File: src/design/oat_pkg.sv
`default_nettype none

package oat_pkg;

    localparam int OAT_DEPTH = 256;
    localparam int OAT_WIDTH = 32;

    localparam int FUNC_W   = 4;
    localparam int INDEX_W  = 8;
    localparam int VALUE_W  = 32;
    localparam int RDATA_W  = 32;
    localparam int POS_W    = 8;
    localparam int STATUS_W = 2;
    localparam int COUNT_W  = 9;

    // Request function codes.
    localparam logic [FUNC_W-1:0] FN_APPEND = 4'd0;
    localparam logic [FUNC_W-1:0] FN_INSERT = 4'd1;
    localparam logic [FUNC_W-1:0] FN_POP    = 4'd2;
    localparam logic [FUNC_W-1:0] FN_ERASE  = 4'd3;
    localparam logic [FUNC_W-1:0] FN_REMOVE = 4'd4;
    localparam logic [FUNC_W-1:0] FN_FIND   = 4'd5;
    localparam logic [FUNC_W-1:0] FN_READ   = 4'd6;
    localparam logic [FUNC_W-1:0] FN_FRONT  = 4'd7;
    localparam logic [FUNC_W-1:0] FN_BACK   = 4'd8;

    // Response status codes.
    localparam logic [STATUS_W-1:0] ST_OK       = 2'd0;
    localparam logic [STATUS_W-1:0] ST_RANGE    = 2'd1;
    localparam logic [STATUS_W-1:0] ST_FULL     = 2'd2;
    localparam logic [STATUS_W-1:0] ST_NOTFOUND = 2'd3;

    // Cell update operations.
    localparam logic [1:0] CELL_HOLD       = 2'd0;
    localparam logic [1:0] CELL_SHIFT_UP   = 2'd1;
    localparam logic [1:0] CELL_SHIFT_DOWN = 2'd2;

    typedef struct packed {
        logic [1:0] op;
        logic       by_value;
    } oat_cell_ctrl_t;

endpackage

`default_nettype wire

File: src/design/oat_cell.sv
`default_nettype none

module oat_cell
    import oat_pkg::*;
#(
    parameter int WIDTH = OAT_WIDTH,
    parameter int AW    = 8,
    parameter int CW    = 9,
    parameter int INDEX = 0
) (
    input  wire logic           clk,
    input  wire oat_cell_ctrl_t ctrl,
    input  wire logic [AW-1:0]  pos,
    input  wire logic [WIDTH-1:0] key,
    input  wire logic [CW-1:0]  count,
    input  wire logic [WIDTH-1:0] left_data,
    input  wire logic [WIDTH-1:0] right_data,
    output logic [WIDTH-1:0]    data,
    output logic                hit
);

    localparam logic [AW-1:0] MY_POS = AW'(INDEX);
    localparam logic [CW-1:0] MY_CNT = CW'(INDEX);

    logic [WIDTH-1:0] data_reg;
    logic [WIDTH-1:0] data_next;

    always_comb
    begin
        data_next = data_reg;
        case (ctrl.op)
            CELL_SHIFT_UP:
            begin
                if (MY_POS > pos)
                begin
                    data_next = left_data;
                end
                else if (MY_POS == pos)
                begin
                    data_next = key;
                end
            end
            CELL_SHIFT_DOWN:
            begin
                if (MY_POS >= pos)
                begin
                    data_next = right_data;
                end
            end
            default:
            begin
                data_next = data_reg;
            end
        endcase
    end

    always_ff @(posedge clk)
    begin
        data_reg <= data_next;
    end

    // A value search only sees live entries; an index search picks one cell.
    assign hit  = ctrl.by_value ? ((data_reg == key) && (MY_CNT < count)) : (MY_POS == pos);
    assign data = data_reg;

endmodule

`default_nettype wire

File: config.mk
export PLATFORM = sky130hd
export DESIGN_NAME = oat_cell
export DESIGN_NICKNAME = d
export VERILOG_FILES = /design/src/design/oat_pkg.sv /design/src/design/oat_cell.sv
export SDC_FILE = /design/constraint.sdc
export NUM_CORES = 1
export LEC_CHECK = 0
export BUFFER_PORTS_ARGS = -buffer_cell sky130_fd_sc_hd__buf_2
export CAP_MARGIN = 20
export CELL_PAD_IN_SITES_DETAIL_PLACEMENT = 1
export CELL_PAD_IN_SITES_GLOBAL_PLACEMENT = 2
export CORE_MARGIN = 1.5
export CORE_UTILIZATION = 21
export CTS_CLUSTER_SIZE = 10
export DETAILED_ROUTE_END_ITERATION = 8
export GPL_TIMING_DRIVEN = 0
export PLACE_DENSITY = 0.9
export SKIP_CTS_REPAIR_TIMING = 1
export SYNTH_ARGS = -nofsm -noshare
export SYNTH_HDL_FRONTEND = slang
export SYNTH_SLANG_ARGS = --single-unit
File: constraint.sdc
create_clock -name clk -period 4.2 [get_ports clk]
set_clock_uncertainty 0.05 [all_clocks]
set_input_delay 0.42 -clock clk [delete_from_list [all_inputs] [get_ports clk]]
set_output_delay 0.42 -clock clk [all_outputs]
set_load 0.005 [all_outputs]
==> run_results.csv <==
group,metric,value,unit
status,outcome,"complete, no violations",
power,p_int,0.000626,W
global_route,grt_first_pass_wirelength,7450,um
power,switchingPower,0.000219,W
floorplanning,die_h,94.9,um
detailed_routing,wl_per_cell,13.9,um
final_layout,ff_latch_area,961,um^2
synthesis,syn_nets,244,
clock_tree,path_clk_slew,0.07,ns
placement,placedCellCount,348,
timing,rsz0062_at_grt,"no",
power,vdd_ir_drop_max,0.000131,V
clock_tree,cts_inserted_buffers,5,
placement,hpwlAfterDp,4220,um
detailed_routing,antenna_left,0,
final_layout,multi_input_area,798,um^2
final_layout,num-fill-cells,960,
critical_path,end_kind,"primary output",
final_layout,nets,369,
power,seqPwrFrac,50.2,%
detailed_routing,vias,1511,
power,p_comb_share,23.1,%
min_path,worstHoldPathType,"input pin to flop",
detailed_routing,dr.pass1.iters,3,
timing,period_share,55.3,%
synthesis,syn_avg_cell_area,14.2,um^2
critical_path,path_cells,"xnor2_1 > nand4_1 > nor4_1 > nand4_1 > o22ai_1 > buf_2",
global_route,grt_max_degree,18,
floorplanning,fp.dieArea,9010,um^2
power,p_clk_share,26.7,%
synthesis,synth_cell_types,17,
final_layout,layout_commonest_cell,"buf_2",
job,maxCapViolCount,0,
floorplanning,dieWidth,94.9,um
global_route,grt_pass1_vias,1569,
final_layout,antenna_cells,0,
placement,port_buffers,117,
final_layout,largest_reg_flops,32,
detailed_routing,drt_iter0_markers,18,
placement,place_congestion,0.688,
clock_tree,cts_max_path_buffers,2,
timing,relSlewSlack,58.0,%
detailed_routing,via_per_inst,4.24,
critical_path,cpMaxStageDelayCell,"edfxtp_1",
final_layout,design_area,2610,um^2
power,p_leak,1.09,nW
synthesis,synth_area_leaders,"edfxtp_1, mux2_2, xnor2_1",
critical_path,cp_common_cell,"nand4_1",
synthesis,yosysSeqAreaShare,54.2,%
timing,period_minus_slack,2.32,ns
timing,finalSetupTns,0,ns
final_layout,mostFrequentLayoutCells,"buf_2, mux2_2, edfxtp_1",
critical_path,startpoint_type,"flop",
timing,tightest_slew,0.628,ns
critical_path,path_max_fanout,2,
synthesis,yosysTopAreaCellShare,54.2,%
clock_tree,cts_tree,"yes",
timing,max_clock_freq,0.431,GHz
timing,hold_violations,0,
critical_path,cp_slowest_stage_delay,0.41,ns
critical_path,cp.arrival,1.85,ns
clock_tree,htreeDepth,2,
clock_tree,cts-root-buf,"clkbuf_8",
global_route,antenna_found_initial,0,
critical_path,cp.required,3.73,ns
final_layout,final_cell_count_no_fill,356,
synthesis,ys_seq_elements,32,
synthesis,synth_warnings,0,
timing,setup_viol,0,
detailed_routing,drc,0,
floorplanning,initial_core_util,21.6,%
placement,place_area,2530,um^2
detailed_routing,wirelength,4960,um
critical_path,crit_type,"flop to primary output",
global_route,grt_usage,11.1,%
power,powerDensity,324,nW/um^2
timing,final_max_slew_viol_count,0,
global_route,overflow,0,
power,p_sw_share,25.9,%
clock_tree,cts.sinks,32,
synthesis,syn_inst,125,
final_layout,drive_above_1_share,63.7,%
floorplanning,core_area,8220,um^2
floorplanning,rows,33,
synthesis,yosys.area.top_type,"edfxtp_1",
synthesis,syn_area,1770,um^2
final_layout,syn_to_final_growth,47.1,%
floorplanning,io_pins,150,
==> metrics by stage <==
step / power, W / setup WS [ns] / hold WS (ns) / util [%]
after floorplan: 0.000519 / 1.07 / 0.590 / -
after CTS: 0.000870 / 1.75 / 0.372 / 31.8
after global routing: 0.000899 / 1.68 / 0.385 / 31.8
final: 0.000846 / 1.88 / 0.389 / 31.8
after detailed placement: 0.000633 / 1.79 / 0.676 / 30.8
after global placement: 0.000619 / 0.0726 / 0.671 / 30.3
==> power by group through the flow <==
stage,Combinational [W],Clock (W),Sequential (W)
3_3_place_gp,0.000187,0,0.000432
2_1_floorplan,0.0000822,0,0.000437
6_report,0.000196,0.000226,0.000424
4_1_cts,0.000201,0.000244,0.000426
3_5_place_dp,0.000200,0,0.000433
5_1_grt,0.000217,0.000251,0.000430
==> worst max-delay path: cells and delay by family (launching register included) <==
kind | cells | cell delay, ns
buf+inv | 1 | 0.14
flops | 1 | 0.41
simple gates | 3 | 0.68
compound gates | 1 | 0.14
xor+xnor | 1 | 0.20
==> layer usage <==
metal / share of wire, % / wire length, um / vias up / global-route usage, %
met5: 0 / 0 / - / 0
met3: 10 / 494 / 5 / 4.19
met1: 40 / 1980 / 709 / 12.5
met2: 49 / 2430 / 78 / 19.5
met4: 0.87 / 43 / 0 / 2.99
li1: - / - / 719 / -
==> cell families after synthesis <==
family	count (synthesis)	share of synthesized area [%]
adders and majority gates	2	1.41
muxes	32	20.3
AOI/OAI and AO/OA	2	0.635
DFF	32	54.2
xor gates and xnor gates	32	15.8
buffers and inverters	6	1.48
and+or+nand+nor	19	6.21
==> synth_stat cells (all sizes together) <==
cell type / instances
edfxtp: 32
mux2: 32
xnor2: 17
xor2: 15
nor4: 7
nand4: 6
buf: 3
ha: 2
inv: 2
nor3: 2
a21oi: 1
clkbuf: 1
nand2: 1
nand3: 1
nor2: 1
o22ai: 1
or2: 1
==> path summary, 6_finish.rpt <==
check	cells past startpoint	slack (ns)	endpoint	from
setup / recovery	6	1.88	hit	data[1]
hold / removal	2	0.39	data[24]	right_data[24]
==> final cells by class <==
| type | instances | share of cell area, % |
|---|---|---|
| buffer | 4 | 0.719 |
| sequential | 32 | 36.8 |
| clock buffer | 7 | 2.92 |
| tap | 105 | 5.03 |
| multi-input combinational | 87 | 30.6 |
| clock inverter | 1 | 0.144 |
| timing repair buffer | 118 | 23.5 |
| inverter | 2 | 0.288 |
No activity file was read; power rests on OpenSTA's default activity.
